<file path="src/sv/vic_pkg.sv">
package vic_pkg;

  localparam int unsigned LineCountDefault = 7;
  localparam int unsigned MaskW            = 8;
  localparam int unsigned DataW            = 64;
  localparam int unsigned VecW             = 8;
  localparam int unsigned LineW            = 8;
  localparam int unsigned CfgIdxW          = 8;
  localparam int unsigned CfgDataW         = 8;
  localparam int unsigned InTdataW         = 80;
  localparam int unsigned OutTdataW        = 72;

  localparam logic [VecW-1:0]     VectorBaseReset = 8'd32;
  localparam logic [MaskW-1:0]    ControlReset    = 8'h01;
  localparam logic [CfgIdxW-1:0]  CfgDeviceEnabled = 8'd0;
  localparam logic [CfgIdxW-1:0]  CfgVectorBase    = 8'd1;

  typedef enum logic [1:0] {
    OP_READ    = 2'd0,
    OP_WRITE   = 2'd1,
    OP_SIGNAL  = 2'd2,
    OP_DELIVER = 2'd3
  } op_e;

  typedef enum logic [2:0] {
    REG_PENDING = 3'd0,
    REG_ENABLE  = 3'd1,
    REG_VECTORS = 3'd2,
    REG_CONTROL = 3'd3
  } reg_e;

  typedef enum logic [0:0] {
    KIND_READ   = 1'b0,
    KIND_VECTOR = 1'b1
  } kind_e;

  typedef enum logic [0:0] {
    ST_IDLE    = 1'b0,
    ST_DELIVER = 1'b1
  } state_e;

  typedef struct packed {
    logic do_read;
    logic do_write;
    logic do_signal;
    logic do_emit;
  } cmd_t;

  typedef struct packed {
    logic out_free;
    logic dev_en;
    logic ctl_go;
    logic cand_any;
    logic last_one;
  } sts_t;

endpackage

</file>
<file path="src/sv/vectored_interrupt_controller.sv">
// A read result is registered and appears in the cycle after the item is accepted.
// Reads, writes and signals are accepted one per cycle while the output register
// is free; a deliver blocks new items while it emits one pending and enabled line
// per cycle, lowest first, through the single output register, stalling while it holds an untaken result.
// Reset (rst_ni low, asynchronous) clears pending, enables all lines, loads
// the default vector table and control word, and empties the output register.
module vectored_interrupt_controller #(
  parameter int unsigned LINE_COUNT = vic_pkg::LineCountDefault
) (
  input  logic                            clk_i,
  input  logic                            rst_ni,
  input  logic                            s_axis_tvalid,
  output logic                            s_axis_tready,
  // reg_select[2:0], write_data[66:3], line[74:67], zero[79:75]
  input  logic [vic_pkg::InTdataW-1:0]    s_axis_tdata,
  // operation[1:0]
  input  logic [1:0]                      s_axis_tuser,
  output logic                            m_axis_tvalid,
  input  logic                            m_axis_tready,
  // read_data[63:0], vector[71:64]
  output logic [vic_pkg::OutTdataW-1:0]   m_axis_tdata,
  // kind[0]
  output logic [0:0]                      m_axis_tuser,
  output logic                            m_axis_tlast,
  input  logic                            cfg_valid_i,
  output logic                            cfg_ready_o,
  input  logic [vic_pkg::CfgIdxW-1:0]     cfg_index_i,
  input  logic [vic_pkg::CfgDataW-1:0]    cfg_data_i
);
  import vic_pkg::*;

  cmd_t             cmd;
  sts_t             sts;
  kind_e            out_kind;
  logic [DataW-1:0] out_data;
  logic [VecW-1:0]  out_vec;

  assign cfg_ready_o = 1'b1;

  vic_ctrl u_ctrl (
    .clk_i     (clk_i),
    .rst_ni    (rst_ni),
    .s_valid_i (s_axis_tvalid),
    .op_i      (op_e'(s_axis_tuser)),
    .sts_i     (sts),
    .s_ready_o (s_axis_tready),
    .cmd_o     (cmd)
  );

  vic_dp #(
    .LINE_COUNT (LINE_COUNT)
  ) u_dp (
    .clk_i       (clk_i),
    .rst_ni      (rst_ni),
    .cmd_i       (cmd),
    .sts_o       (sts),
    .sel_i       (s_axis_tdata[2:0]),
    .wdata_i     (s_axis_tdata[66:3]),
    .line_i      (s_axis_tdata[74:67]),
    .cfg_we_i    (cfg_valid_i && cfg_ready_o),
    .cfg_index_i (cfg_index_i),
    .cfg_data_i  (cfg_data_i),
    .out_valid_o (m_axis_tvalid),
    .out_ready_i (m_axis_tready),
    .out_kind_o  (out_kind),
    .out_data_o  (out_data),
    .out_vec_o   (out_vec),
    .out_last_o  (m_axis_tlast)
  );

  assign m_axis_tdata = {out_vec, out_data};
  assign m_axis_tuser = out_kind;

  a_read_is_last: assert property (@(posedge clk_i) disable iff (!rst_ni)
    m_axis_tvalid && m_axis_tuser == KIND_READ |-> m_axis_tlast)
    else $error("read result without last");

  a_vector_no_data: assert property (@(posedge clk_i) disable iff (!rst_ni)
    m_axis_tvalid && m_axis_tuser == KIND_VECTOR |-> m_axis_tdata[63:0] == '0)
    else $error("vector result carries read data");

  a_read_no_vector: assert property (@(posedge clk_i) disable iff (!rst_ni)
    m_axis_tvalid && m_axis_tuser == KIND_READ |-> m_axis_tdata[71:64] == '0)
    else $error("read result carries a vector");

  a_one_cmd: assert property (@(posedge clk_i) disable iff (!rst_ni)
    $onehot0({cmd.do_read, cmd.do_write, cmd.do_signal, cmd.do_emit}))
    else $error("conflicting datapath commands");

endmodule

</file>
<file path="src/sv/vic_ctrl.sv">
module vic_ctrl (
  input  logic          clk_i,
  input  logic          rst_ni,
  input  logic          s_valid_i,
  input  vic_pkg::op_e  op_i,
  input  vic_pkg::sts_t sts_i,
  output logic          s_ready_o,
  output vic_pkg::cmd_t cmd_o
);
  import vic_pkg::*;

  state_e state_q, state_d;
  logic   accept;

  always_ff @(posedge clk_i or negedge rst_ni) begin
    if (!rst_ni) begin
      state_q <= ST_IDLE;
    end else begin
      state_q <= state_d;
    end
  end

  always_comb begin
    state_d   = state_q;
    s_ready_o = 1'b0;
    cmd_o     = '0;
    accept    = 1'b0;
    case (state_q)
      ST_IDLE: begin
        s_ready_o = sts_i.out_free;
        accept    = s_valid_i && sts_i.out_free;
        if (accept) begin
          case (op_i)
            OP_READ:    cmd_o.do_read   = 1'b1;
            OP_WRITE:   cmd_o.do_write  = sts_i.dev_en;
            OP_SIGNAL:  cmd_o.do_signal = sts_i.dev_en;
            OP_DELIVER: begin
              if (sts_i.dev_en && sts_i.ctl_go && sts_i.cand_any) begin
                state_d = ST_DELIVER;
              end
            end
            default: ;
          endcase
        end
      end
      ST_DELIVER: begin
        if (sts_i.out_free) begin
          cmd_o.do_emit = 1'b1;
          if (sts_i.last_one) begin
            state_d = ST_IDLE;
          end
        end
      end
      default: state_d = ST_IDLE;
    endcase
  end

endmodule

</file>
<file path="src/sv/vic_dp.sv">
module vic_dp #(
  parameter int unsigned LINE_COUNT = vic_pkg::LineCountDefault
) (
  input  logic                          clk_i,
  input  logic                          rst_ni,
  input  vic_pkg::cmd_t                 cmd_i,
  output vic_pkg::sts_t                 sts_o,
  input  logic [2:0]                    sel_i,
  input  logic [vic_pkg::DataW-1:0]     wdata_i,
  input  logic [vic_pkg::LineW-1:0]     line_i,
  input  logic                          cfg_we_i,
  input  logic [vic_pkg::CfgIdxW-1:0]   cfg_index_i,
  input  logic [vic_pkg::CfgDataW-1:0]  cfg_data_i,
  output logic                          out_valid_o,
  input  logic                          out_ready_i,
  output vic_pkg::kind_e                out_kind_o,
  output logic [vic_pkg::DataW-1:0]     out_data_o,
  output logic [vic_pkg::VecW-1:0]      out_vec_o,
  output logic                          out_last_o
);
  import vic_pkg::*;

  function automatic logic [DataW-1:0] vtab_reset();
    logic [DataW-1:0] v;
    v = '0;
    for (int n = 0; n < LINE_COUNT; n++) begin
      v[VecW*n +: VecW] = VectorBaseReset + VecW'(n);
    end
    return v;
  endfunction

  localparam logic [MaskW-1:0] LineMask  = MaskW'((9'd1 << LINE_COUNT) - 9'd1);
  localparam logic [DataW-1:0] VtabReset = vtab_reset();

  logic             dev_en_q;
  logic [VecW-1:0]  base_q;
  logic [MaskW-1:0] pend_q, pend_d;
  logic [MaskW-1:0] enab_q, enab_d;
  logic [DataW-1:0] vtab_q, vtab_d;
  logic [MaskW-1:0] ctl_q, ctl_d;

  logic             out_valid_q;
  kind_e            out_kind_q;
  logic [DataW-1:0] out_data_q;
  logic [VecW-1:0]  out_vec_q;
  logic             out_last_q;

  logic [MaskW-1:0] cand;
  logic [2:0]       idx;
  logic [MaskW-1:0] pick;
  logic [VecW-1:0]  vbyte;
  logic [VecW-1:0]  vec;
  logic [DataW-1:0] rdata;
  logic             out_free;

  assign out_free = !out_valid_q || out_ready_i;
  assign cand     = pend_q & enab_q;

  always_comb begin
    idx = '0;
    for (int n = MaskW - 1; n >= 0; n--) begin
      if (cand[n]) begin
        idx = 3'(n);
      end
    end
  end

  assign pick  = MaskW'(1) << idx;
  assign vbyte = vtab_q[{idx, 3'b000} +: VecW];
  assign vec   = (vbyte == '0) ? base_q + VecW'(idx) : vbyte;

  assign sts_o.out_free = out_free;
  assign sts_o.dev_en   = dev_en_q;
  assign sts_o.ctl_go   = ctl_q[0];
  assign sts_o.cand_any = cand != '0;
  assign sts_o.last_one = (cand & ~pick) == '0;

  always_comb begin
    rdata = '0;
    if (dev_en_q) begin
      case (sel_i)
        REG_PENDING: rdata = DataW'(pend_q);
        REG_ENABLE:  rdata = DataW'(enab_q);
        REG_VECTORS: rdata = vtab_q;
        REG_CONTROL: rdata = DataW'(ctl_q);
        default:     rdata = '0;
      endcase
    end
  end

  always_comb begin
    pend_d = pend_q;
    enab_d = enab_q;
    vtab_d = vtab_q;
    ctl_d  = ctl_q;
    if (cmd_i.do_write) begin
      case (sel_i)
        REG_PENDING: pend_d = pend_q & ~wdata_i[MaskW-1:0];
        REG_ENABLE:  enab_d = wdata_i[MaskW-1:0] & LineMask;
        REG_VECTORS: vtab_d = wdata_i;
        REG_CONTROL: ctl_d  = wdata_i[MaskW-1:0];
        default: ;
      endcase
    end
    if (cmd_i.do_signal && (line_i < LineW'(LINE_COUNT))) begin
      pend_d = pend_q | (MaskW'(1) << line_i[2:0]);
    end
    if (cmd_i.do_emit) begin
      pend_d = pend_q & ~pick;
    end
  end

  always_ff @(posedge clk_i or negedge rst_ni) begin
    if (!rst_ni) begin
      dev_en_q    <= 1'b1;
      base_q      <= VectorBaseReset;
      pend_q      <= '0;
      enab_q      <= LineMask;
      ctl_q       <= ControlReset;
      vtab_q      <= VtabReset;
      out_valid_q <= 1'b0;
    end else begin
      pend_q <= pend_d;
      enab_q <= enab_d;
      vtab_q <= vtab_d;
      ctl_q  <= ctl_d;
      if (cfg_we_i && cfg_index_i == CfgDeviceEnabled) begin
        dev_en_q <= cfg_data_i[0];
      end
      if (cfg_we_i && cfg_index_i == CfgVectorBase) begin
        base_q <= cfg_data_i;
      end
      if (cmd_i.do_read || cmd_i.do_emit) begin
        out_valid_q <= 1'b1;
      end else if (out_ready_i) begin
        out_valid_q <= 1'b0;
      end
    end
  end

  always_ff @(posedge clk_i) begin
    if (cmd_i.do_read) begin
      out_kind_q <= KIND_READ;
      out_data_q <= rdata;
      out_vec_q  <= '0;
      out_last_q <= 1'b1;
    end else if (cmd_i.do_emit) begin
      out_kind_q <= KIND_VECTOR;
      out_data_q <= '0;
      out_vec_q  <= vec;
      out_last_q <= (cand & ~pick) == '0;
    end
  end

  assign out_valid_o = out_valid_q;
  assign out_kind_o  = out_kind_q;
  assign out_data_o  = out_data_q;
  assign out_vec_o   = out_vec_q;
  assign out_last_o  = out_last_q;

endmodule

</file>
<file path="config.mk">
export PLATFORM = sky130hd
export DESIGN_NAME = vectored_interrupt_controller
export DESIGN_NICKNAME = d
export VERILOG_FILES = /design/src/sv/vic_pkg.sv /design/src/sv/vectored_interrupt_controller.sv /design/src/sv/vic_ctrl.sv /design/src/sv/vic_dp.sv
export SDC_FILE = /design/constraint.sdc
export NUM_CORES = 1
export LEC_CHECK = 0
export BUFFER_PORTS_ARGS = -buffer_cell sky130_fd_sc_hd__buf_2
export CORE_MARGIN = 2
export CORE_UTILIZATION = 50
export CTS_CLUSTER_SIZE = 25
export DETAILED_ROUTE_END_ITERATION = 8
export PLACE_DENSITY_LB_ADDON = 0.25
export SLEW_MARGIN = 10
export SYNTH_ARGS = -nofsm -noshare
export SYNTH_HDL_FRONTEND = slang
export SYNTH_SLANG_ARGS = --single-unit
</file>
<file path="constraint.sdc">
create_clock -name clk_i -period 5.9 [get_ports clk_i]
set_clock_uncertainty 0.2 [all_clocks]
set_input_delay 0 -clock clk_i [delete_from_list [all_inputs] [get_ports clk_i]]
set_output_delay 0 -clock clk_i [all_outputs]
set_load 0.01 [all_outputs]
</file>
After elaboration in Yosys (flattened, before gate mapping). Index checks and enable logic that the tools add are counted.

Register bits: 172. Output and inout bits: 77.

$add $sub $neg: 1. Order comparisons: 1. Equal/unequal tests: 7. Shift operators: 3. Mux-type cells: 33. Bitwise operators: 8. Reductions and logical operators: 23.

Operators with widths (count): case mux 64 bit (4 select lines) (1); 2-to-1 mux 64 bit (3); variable part select 64 x 7 -> 8 bit (1); 2-to-1 mux 8 bit (5); 2-to-1 mux 3 bit (10); bitwise AND 8 bit (3); zero test 8 bit (3); inverter 8 bit (2); << shifter 1 x 3 -> 8 bit (first input constant) (2); 2-to-1 mux 1 bit (13); adder 8 x 3 -> 8 bit (1); bitwise AND 8 x 7 -> 8 bit (1); == test 8 x 1 -> 1 bit (second input constant) (1); less-than comparator 8 x 3 -> 1 bit (second input constant) (1); OR 8 bit (1); AND reduction 2 bit (4); nonzero test 8 bit (1); == test 3 x 2 -> 1 bit (second input constant) (2); logical AND 1 bit (6); nonzero test 3 bit (2); == test 2 bit (second input constant) (2); nonzero test 2 bit (2); == test 3 x 1 -> 1 bit (second input constant) (1); zero test 3 bit (1); other kinds (6) (7).

Longest topological paths before layout. Gate-level depths: netlist (run 1).

Word-level depth: 16. Gate-level depth with buffers: 13. Gate-level depth less buffers: 13.

Modules after synthesis. A second synthesis (run 1) with hierarchy kept.

Cells, all modules: 633. Area, all modules: 8029.0 sq um.

Modules (own cells, without submodules): vic_dp (times used 1, cells an instance 617, area an instance 7900.1 sq um); vic_ctrl (times used 1, cells an instance 14, area an instance 117.6 sq um); vectored_interrupt_controller (times used 1, cells an instance 2, area an instance 11.3 sq um).

Worst setup path before layout (run 1). Ideal clock, no wire load.

Path kind: register to register. Start: register u_dp.out_valid_q, in the netlist u_dp.out_valid_o. End: register u_dp.out_data_q[0], in the netlist u_dp.out_data_o[0], enable pin. Library setup time: 0.424 ns. Arrival: 2.570 ns. Path slack: 2.707 ns. Cell stages (with the launch flop): 6. Buffers on the path: 0. Period minus slack after synthesis: 3.193 ns. Path through: dfrtp_1 nand2b_1 nor2b_1 nor2b_1 nand2_1 nand2_1.

Cells in the longest elaborated chain, start to end: 6. Elaborated cells on any way between the ends: 8. Those cells by class: mux: 4; reduce/logical: 4.

Ends and longest elaborated chain: from (decl) (line vic_dp.sv:42) `logic out_valid_q;`; from (signal assigned) (line vic_dp.sv:121) `out_valid_q <= 1'b0;`; from (signal assigned) (line vic_dp.sv:134) `out_valid_q <= 1'b1;`; from (signal assigned) (line vic_dp.sv:136) `out_valid_q <= 1'b0;`; zero test 1 bit (*) (line vic_dp.sv:56) `assign out_free = !out_valid_q || out_ready_i;`; logical OR 1 bit (*) (line vic_dp.sv:56); logical AND 1 bit (line vic_ctrl.sv:31) `accept = s_valid_i && sts_i.out_free;`; 2-to-1 mux 3 bit (line vic_ctrl.sv:32) `if (accept) begin`; 2-to-1 mux 3 bit (line vic_ctrl.sv:28) `case (state_q)`; nonzero test 2 bit (no source line) (*); to (signal assigned) (line vic_dp.sv:144) `out_data_q <= rdata;`; to (decl) (line vic_dp.sv:44) `logic [DataW-1:0] out_data_q;`.

Every way passes the cells marked *; elsewhere a longest branch is shown, timed or not. A chain may end at the register's enable or synchronous reset.

Worst setup path after layout (run 1).
Start: register u_dp.enab_q[6]. End: register u_dp.out_vec_q[4], in the netlist u_dp.out_vec_o[4].

Cells in the longest elaborated chain, start to end: 11. Elaborated cells on any way between the ends: 12. Those cells by class: add/sub: 1; shift: 1; mux: 8; bitwise: 1; reduce/logical: 1.

Ends and longest elaborated chain: from (decl) (line vic_dp.sv:38) `logic [MaskW-1:0] enab_q, enab_d;`; from (signal assigned) (line vic_dp.sv:118) `enab_q <= LineMask;`; from (signal assigned) (line vic_dp.sv:124) `enab_q <= enab_d;`; bitwise AND 8 x 7 -> 8 bit (*) (line vic_dp.sv:57) `assign cand = pend_q & enab_q;`; 2-to-1 mux 3 bit (*) (7 in a row) (line vic_dp.sv:62) `if (cand[n]) begin`; variable part select 64 x 7 -> 8 bit (line vic_dp.sv:69) `assign vbyte = vtab_q[{idx, 3'b000} +: VecW];`; zero test 8 bit (line vic_dp.sv:70) `assign vec = (vbyte == '0) ? base_q + VecW'(idx) : vbyte;`; 2-to-1 mux 8 bit (*) (line vic_dp.sv:70); to (signal assigned) (line vic_dp.sv:150) `out_vec_q <= vec;`; to (decl) (line vic_dp.sv:45) `logic [VecW-1:0] out_vec_q;`.

Marked as above.

==> reports/qor.yml, run 1 <==
run_status:
  status: "completed"
synth:
  syn-num-nets: 721
  synth_mux_area_frac: 0.143
  synthFlopType: "dfrtp_1"
  yosys.area_share.simple: 0.128
  syn_area_per_cell_um2: 12.7
  synth-seq-cells: 172
  synth.most_common_cell: "mux2_2"
  syn_area_mm2: 0.00779
  yosys-top-cells-count: "mux2_2 (84), dfrtp_1 (72), edfxtp_1 (64)"
  synthArstFlopShare: 0.570
  yosysSeqAreaShare: 0.592
  synth_cells: 614
  yosys.area_share.adder: 0.00739
  synth_cell_types: 64
  yosys-top-cells-area: "edfxtp_1 (25%), dfrtp_1 (23%), mux2_2 (12%)"
  synth_compound_area_frac: 0.104
  synth_top_family_by_area: "multiplexers"
  synth_top_cell_area_share: 0.247
  synth-edff-count: 64
  synth-warning-count: 0
  synth_xor_area_frac: 0.00675
  yosys.area.top_type: "edfxtp_1"
global_route:
  use_met1: 0.349
  grt_max_degree: 53
  overflow: 0
  grt_pass1_vias: 6148
  grt_usage: 0.271
  use_met3: 0.0549
  grt_pass1_wl_um: 33400
  antenna_found_initial: 0
  busiest_layer: "met2"
  grt_util_met2: 0.454
final_layout:
  drive_gt1_frac: 0.374
  areaGrowthSynthToFinish_pct: 33.8
  fin_util: 0.685
  fin_nets: 988
  diodes: 0
setup_path:
  cp.buffers_inverters: 0
  critical-path-slowest-cell: "a221oi_1"
  critPathRequiredTime_ns: 6.06
  crit_type: "reg -> reg"
  crit_path_max_incr_delay_ns: 0.70
  arrival_ns: 3.92
  worst_setup_path_start_kind: "register"
  worstPathCellList: "a22oi_1, o211ai_1, nand2_1, a221oi_1, o22ai_1, nor4_4, nand2_2, o21ai_1"
  end_kind: "register"
  critPathTopFamily: "compound AO/OA/AOI/OAI gates"
  cp_max_fo: 12
timing:
  grt_setup_unrepaired: "false"
  slew_headroom: 0.325
  fin_crit_sh: 0.638
  fin_tns_setup_ns: 0
  period_needed_ns: 3.76
  setup-violations-final: 0
  tightest_slew_ns: 1.01
  fmax_mhz: 266
  setup_ws_ns: 2.14
  hold_viol: 0
  finalMaxSlewViolations: 0
clock_network:
  cts.repair.resized: 0
  ctsRootBufferMaster: "clkbuf_16"
  clk_latency_ns: 0.43
  cts_buffer_depth: 2
  clk_pin_slew_ns: 0.06
  htreeDepth: 4
  cts_buffers: 17
  cts_tree: "yes"
  clock-sinks: 172
routing:
  finalWirelength_um: 21800
  via_per_inst: 5.66
  drt_iter0_drc: 515
  vias: 6124
  drc: 0
  ant_nets: 0
  first_pass_iters: 6
  wl_per_cell_um: 20.2
floorplanning:
  start_util: 0.512
  die_w_um: 129
  io_pins: 180
  die_area_mm2: 0.0166
  core_mm2: 0.0152
  die_y_um: 129
  fp-row-count: 45
placed_design:
  dp_slack_ns: 2.26
  routabilityCongestion: 0.927
  portBuffers: 173
  dp_hpwl_um: 14600
pwr:
  p_leak_nw: 4.69
  peakVddDrop_uv: 203
  total_power_mw: 2.59
  p_per_area_mw_per_mm2: 248
min_path:
  hold_class: "in -> async"
run:
  max_cap_violations: 0
## stage by stage
step | cells | cell area (um^2) | hold WS [ns]
2_1_floorplan | 614 | 7790 | -0.496
3_3_place_gp | 952 | 8820 | -0.137
3_5_place_dp | 952 | 8820 | -0.131
4_1_cts | 1082 | 10400 | 0.0671
5_1_grt | 1082 | 10400 | 0.114
6_report | 1082 | 10400 | 0.0713
## worst paths after layout
check / end / startpoint / slack [ns] / cells after the start
max: u_dp.out_vec_o[4] / u_dp.enab_q[6] / 2.14 / 8
min: u_dp.enab_q[6] / rst_ni / 0.07 / 2
max reg2reg: u_dp.out_vec_o[4] / u_dp.enab_q[6] / 2.14 / 8
min reg2reg: u_dp.out_vec_o[5] / u_dp.out_vec_o[5] / 0.27 / 2
max in group asynchronous: u_dp.vtab_q[26] / rst_ni / 4.74 / 3
min in group clk_i: u_dp.out_kind_o / s_axis_tvalid / 0.10 / 4
## kinds of logic after synthesis
group                      after synthesis
and+or+nand+nor                        186
DFF                                    172
AOI/OAI and AO/OA                      117
muxes                                   92
buffers and inverters                   36
xor gates and xnor gates                 6
adders and majority gates                4
other                                    1
## power breakdown
group	switching (mW)	total, mW	internal (mW)
clock network	0.460	1.15	0.689
logic	0.0750	0.165	0.0898
registers	0.0140	1.28	1.26
## layout make-up
type	count	area, um^2
Clock inverter	10	140
Timing Repair Buffer	276	1900
Inverter	8	30.0
Tap cell	188	235
Fill cell	1091	4780
Clock buffer	22	464
Multi-Input combinational cell	406	3040
Sequential cell	172	4610
## flip-flops by register name, summed over array words and instances (netlist names), 7 cells and up
signal / count
u_dp.out_data_o: 64
u_dp.vtab_q: 64
u_dp.base_q: 8
u_dp.ctl_q: 8
u_dp.out_vec_o: 8
u_dp.pend_q: 8
u_dp.enab_q: 7
## layer usage
| layer | vias up | share of wire |
|---|---|---|
| met5 | - | 0 |
| met4 | 0 | 0.028 |
| met3 | 36 | 0.052 |
| met2 | 218 | 0.50 |
| met1 | 3049 | 0.42 |
| li1 | 2821 | - |
## worst reg2reg max path: stages (launching register included)
cell and delay (ns):
dfstp_2 0.61, a22oi_1 0.11, o211ai_1 0.56, nand2_1 0.49, a221oi_1 0.70, o22ai_1 0.26
nor4_4 0.42, nand2_2 0.14, o21ai_1 0.19
## cell usage in the layout (no fill, tap or decap), types with 3 or more instances in the layout
| cell | instances |
|---|---|
| o21ai_0 | 29 |
| dfxtp_1 | 10 |
| and2_1 | 61 |
| nand3_1 | 13 |
| buf_2 | 172 |
| dfrtp_1 | 72 |
| xor2_1 | 3 |
| and3_1 | 12 |
| o22ai_1 | 6 |
| mux2_2 | 84 |
| o221ai_1 | 3 |
| a221o_1 | 3 |
| clkbuf_16 | 17 |
| o32ai_1 | 7 |
| a21oi_1 | 16 |
| a22oi_1 | 4 |
| xnor2_1 | 3 |
| nor2_1 | 23 |
| dfstp_2 | 26 |
| nor4_1 | 6 |
| nor2b_1 | 5 |
| a31oi_1 | 6 |
| ha_1 | 3 |
| buf_4 | 6 |
| a21o_1 | 8 |
| inv_1 | 7 |
| clkbuf_1 | 3 |
| a221oi_1 | 6 |
| nor3_1 | 12 |
| nand2_1 | 40 |
| edfxtp_1 | 64 |
| o211ai_1 | 3 |
| nand4_1 | 3 |
| mux4_2 | 7 |
| bufinv_16 | 3 |
| dlygate4sd3_1 | 97 |
## what timing repair did
item                                   CTS  global route
endpoints found under the hold margin  161             0
hold buffers                            98             0
buffers inserted                         0             0
Note: power is estimated with default switching activity, not from simulation.
==> inputs of run 2 (changes only) <==
Clock period 5.9 ns to 3.8 ns, I/O delays scaled along.
==> run 2 against run 1 <==
  * Sequential power is 55% higher
  * Die area stayed put
  * Critical endpoint is now u_dp.pend_q[2]
  * Cell count is 0.74% higher
  * Setup slack worse by 1.7 ns
  * Flip-flop and latch count stayed put
  * Total power is 53% higher
  * First-iteration DRC count is 11% lower
  * Routed wire length is 1.4% lower
  * Sequential share of layout area is 0.26 points lower
  * Critical path depth is 2 higher
  * Fmax is 13% higher
==> reports/qor.yml, run 2 (synthesis gave the netlist of run 1 again) <==
global_route:
  grt_pass1_wl_um: 32900
  overflow: 0
  grt_usage: 0.264
  grt_pass1_vias: 6149
  grt_max_degree: 80
  antenna_found_initial: 0
clock_network:
  ctsRootBufferMaster: "clkbuf_16"
  clk_pin_slew_ns: 0.06
  clk_latency_ns: 0.43
  clock-sinks: 172
  cts_buffer_depth: 2
  cts_tree: "yes"
  cts_buffers: 17
  cts_setup_buffers: 0
  htreeDepth: 4
setup_path:
  critPathRequiredTime_ns: 3.94
  arrival_ns: 3.48
  rrSetupSlack_ns: 0.46
  cp_max_fo: 15
  crit_type: "reg -> reg"
  rr_worst_depth: 10
  crit_start: "u_dp.out_valid_o"
  reg2reg_from: "u_dp.out_valid_o"
  r2r_end: "u_dp.pend_q[2]"
  worst_setup_path_start_kind: "register"
  crit_end: "u_dp.pend_q[2]"
  end_kind: "register"
placed_design:
  portBuffers: 173
  routabilityCongestion: 0.886
  dp_slack_ns: 0.602
  dp_hpwl_um: 14600
  post-place-cells: 959
floorplanning:
  io_pins: 180
  start_util: 0.512
  die_y_um: 129
  fp-row-count: 45
  core_mm2: 0.0152
  die_area_mm2: 0.0166
  die_w_um: 129
timing:
  tightest_slew_ns: 1.02
  hold_viol: 0
  slew_headroom: 0.317
  setup-violations-final: 0
  fin_tns_setup_ns: 0
  fin_crit_sh: 0.878
  setup_ws_ns: 0.464
  grt_setup_unrepaired: "false"
  hold_ws_ns: 0.0564
  fmax_mhz: 300
  finalMaxSlewViolations: 0
  period_needed_ns: 3.34
run:
  max_cap_violations: 0
final_layout:
  areaGrowthSynthToFinish_pct: 34.6
  final_cells: 1090
  diodes: 0
  fin_nets: 996
  final_common_cell: "buf_2"
  fillers: 1052
  layout_common_cells: "buf_2 (172), dlygate4sd3_1 (99), mux2_2 (84), dfrtp_1 (72), edfxtp_1 (64)"
  fin_util: 0.689
  drive_gt1_frac: 0.380
routing:
  ant_nets: 0
  finalWirelength_um: 21500
  vias: 6090
  first_pass_iters: 5
  drt_iter0_drc: 460
  via_per_inst: 5.59
  drc: 0
  wl_per_cell_um: 19.8
pwr:
  p_per_area_mw_per_mm2: 379
  peakVddDrop_uv: 347
  p_leak_nw: 4.72
run_status:
  status: "completed"
min_path:
  hold_class: "in -> async"
## run 2: repair_timing
item | CTS | global route
endpoints found under the setup margin | 0 | 0
resized for setup | 0 | 0
endpoints found under the hold margin | 170 | 0
hold buffers | 99 | 0
## run 2: worst max-delay path: stages, from the launching register on
cell and delay [ns]:
dfrtp_1 0.38, nand2b_1 0.13, nor2b_1 0.27, nor2b_1 0.34, nand4_1 0.14, dlygate4sd3_1 0.60
buf_4 0.20, nor4_1 0.20, dlygate4sd3_1 0.59, o21ai_0 0.07, o21ai_0 0.14
## run 2: worst min path at each step
stage / slack [ns] / cells past startpoint / to
final: 0.06 / 2 / u_dp.vtab_q[11]
after global routing: 0.14 / 3 / u_dp.vtab_q[62]
after CTS: 0.12 / 3 / u_dp.vtab_q[62]
after detailed placement: 0.03 / 1 / u_dp.vtab_q[11]
after global placement: 0.03 / 1 / u_dp.vtab_q[11]
after floorplan: -0.50 / 0 / u_ctrl.state_q
## run 2: layout make-up
type / count / area [um^2] / area share
repair buffers: 284 / 1970 / 0.188
well taps: 188 / 235 / 0.0224
clock buffers: 18 / 429 / 0.0410
multi-input cells: 406 / 3040 / 0.291
inverters: 8 / 30.0 / 0.00287
flip-flops and latches: 172 / 4610 / 0.440
clock inverters: 14 / 159 / 0.0152
## run 2: routing by layer
layer  routed length [um]  track usage
met5                    0            0
met4                  561       0.0902
met3                 1190       0.0624
met2                10600        0.439
met1                 9140        0.343
## run 2: report_power, final
| group | total (mW) | switching, mW | internal, mW |
|---|---|---|---|
| Sequential | 1.98 | 0.0218 | 1.96 |
| Clock | 1.74 | 0.754 | 0.984 |
| Combinational | 0.255 | 0.114 | 0.141 |
| Total | 3.97 | 0.890 | 3.08 |
## run 2: through the flow
step / area, um^2 / power (mW)
after floorplan: 7790 / 2.07
after global placement: 8900 / 2.19
after detailed placement: 8900 / 2.19
after CTS: 10500 / 4.00
after global routing: 10500 / 4.10
final: 10500 / 3.97
==> inputs of run 3 (changes only) <==
Settings changed: SYNTH_HIERARCHICAL from default to 1.
==> run 3 against run 2 <==
  * First-iteration DRC count rose by 28%
  * Via count rose by 1.4%
  * Synthesized area rose by 3.1%
  * Cell area rose by 1.6%
  * Non-clock buffer count fell by 9
  * Largest cell class unchanged
==> reports/qor.yml, run 3 <==
run_status:
  status: "completed"
global_route:
  grt_pass1_wl_um: 33000
  grt_usage: 0.260
  antenna_found_initial: 0
  grt_pass1_vias: 6127
  overflow: 0
  grt_max_degree: 68
synth:
  synth.most_common_cell: "mux2_2"
  synth_cell_types: 71
  syn_area_mm2: 0.00803
  yosys-top-cells-area: "edfxtp_1 (24%), dfrtp_1 (22%), mux2_2 (13%)"
  synth_top_cell_area_share: 0.239
  syn_area_per_cell_um2: 12.7
  syn-num-nets: 739
  synthFlopType: "dfrtp_1"
  yosys-top-cells-count: "mux2_2 (91), dfrtp_1 (72), edfxtp_1 (64)"
  synthArstFlopShare: 0.570
  synth-warning-count: 6
  yosysSeqAreaShare: 0.574
  synth_cells: 633
  yosys.area.top_type: "edfxtp_1"
  synth-edff-count: 64
  synth-seq-cells: 172
final_layout:
  drive_gt1_frac: 0.397
  multi_input_area_mm2: 0.00319
  final_cells: 1120
  areaGrowthSynthToFinish_pct: 32.6
  diodes: 0
  seq_area_mm2: 0.00461
  final_common_cell: "buf_2"
  fillers: 1198
  layout_common_cells: "buf_2 (172), dlygate4sd3_1 (94), mux2_2 (91), dfrtp_1 (72), edfxtp_1 (64)"
  fin_util: 0.675
  fin_nets: 997
timing:
  period_needed_ns: 3.34
  slew_headroom: 0.407
  fmax_mhz: 299
  tightest_slew_ns: 0.889
  grt_setup_unrepaired: "false"
  setup_ws_ns: 0.461
  fin_crit_sh: 0.879
  hold_viol: 0
  setup-violations-final: 0
  finalMaxSlewViolations: 0
  fin_tns_setup_ns: 0
setup_path:
  critPathRequiredTime_ns: 3.92
  crit_start: "u_dp/pend_q[1]"
  arrival_ns: 3.46
  worstPathCellList: "a22o_1, or3_2, inv_1, ha_1, a21o_1, nand2_1, nor2_1, xor2_1, o311a_1, nand2_1, a311oi_1"
  cp_max_fo: 18
  crit_top_cell: "nand2_1"
  end_kind: "register"
  worst_setup_path_start_kind: "register"
  crit_type: "reg -> reg"
  critical-path-slowest-cell: "or3_2"
  reg2reg_from: "u_dp/pend_q[1]"
  crit_path_max_incr_delay_ns: 0.64
  rrSetupSlack_ns: 0.46
pwr:
  p_per_area_mw_per_mm2: 390
  p_leak_nw: 4.71
  peakVddDrop_uv: 286
clock_network:
  cts_tree: "yes"
  cts.repair.resized: 0
  cts_buffer_depth: 2
  cts_buffers: 17
  ctsRootBufferMaster: "clkbuf_16"
  clk_pin_slew_ns: 0.07
  htreeDepth: 4
  clk_latency_ns: 0.43
  clock-sinks: 172
floorplanning:
  die_area_mm2: 0.0171
  start_util: 0.509
  die_w_um: 131
  die_y_um: 131
  core_mm2: 0.0158
  fp-row-count: 46
  io_pins: 180
routing:
  ant_nets: 0
  vias: 6173
  via_per_inst: 5.51
  drc: 0
  finalWirelength_um: 21800
  drt_iter0_drc: 589
  first_pass_iters: 7
  wl_per_cell_um: 19.5
run:
  max_cap_violations: 0
min_path:
  hold_class: "in -> async"
placed_design:
  dp_hpwl_um: 14700
  post-place-cells: 994
  routabilityCongestion: 0.913
  dp_slack_ns: 0.540
  portBuffers: 173
[run 3: cell families (layout without fill, tap and decap cells)]
logic type	Yosys count	after routing	synth area share
mux	106	106	0.160
simple gates	198	198	0.137
xor+xnor	6	6	0.00655
buf+inv	49	320	0.0301
flops	172	172	0.574
fa+ha+maj	3	3	0.00561
compound gates	98	98	0.0866
other cells	1	1	0.000467
[run 3: cell type report]
| type | instances | share of cell area |
|---|---|---|
| multi-input cells | 412 | 0.300 |
| well taps | 216 | 0.0254 |
| clock inverters | 13 | 0.0176 |
| flip-flops and latches | 172 | 0.433 |
| repair buffers | 275 | 0.177 |
| clock buffers | 19 | 0.0426 |
| inverters | 13 | 0.00482 |
[run 3: critical path, delay by kind of cell (launching register included)]
family | cells | cell delay [ns]
AND/OR/NAND/NOR | 4 | 0.84
adder cells (fa/ha/maj) | 1 | 0.27
buffers and inverters | 1 | 0.12
AO/OA/AOI/OAI | 4 | 1.15
XOR/XNOR | 1 | 0.15
flip-flops | 1 | 0.49
[run 3: per-stage QoR]
| step | hold slack (ns) | area [um^2] | total power [mW] |
|---|---|---|---|
| global placement | -0.0334 | 9060 | 2.24 |
| global route | 0.0477 | 10600 | 4.28 |
| floorplan | -0.496 | 8030 | 2.12 |
| detailed placement | -0.0176 | 9060 | 2.24 |
| finish | 0.0174 | 10600 | 4.15 |
| CTS | 0.0259 | 10600 | 4.17 |
[run 3: final timing paths]
path	to	cells after the start
setup / recovery	u_dp/out_vec_o[6]	11
hold / removal	u_dp/out_valid_o	2
setup reg to reg	u_dp/out_vec_o[6]	11
hold reg to reg	u_dp/out_kind_o	2
max in group asynchronous	u_dp/vtab_q[37]	3
min in group clk_i	u_dp/base_q[6]	4
[run 3: power breakdown]
part	leakage (nW)	switching [mW]	internal, mW	total (mW)
logic	2.48	0.138	0.159	0.297
clock network	0.301	0.726	1.14	1.86
registers	1.93	0.0270	1.96	1.99
total	4.71	0.891	3.26	4.15
[run 3: per-layer routing]
layer | vias up | global-route usage | routed length (um)
met5 | - | 0 | 0
met2 | 270 | 0.432 | 10500
met4 | 0 | 0.0895 | 565
li1 | 2835 | - | -
met1 | 3032 | 0.345 | 9350
met3 | 36 | 0.0537 | 1370
[run 3: timing repair]
item | 4_1_cts | 5_1_grt
hold endpoints to repair | 179 | 0
buffers inserted | 0 | 0
hold buffers | 94 | 0
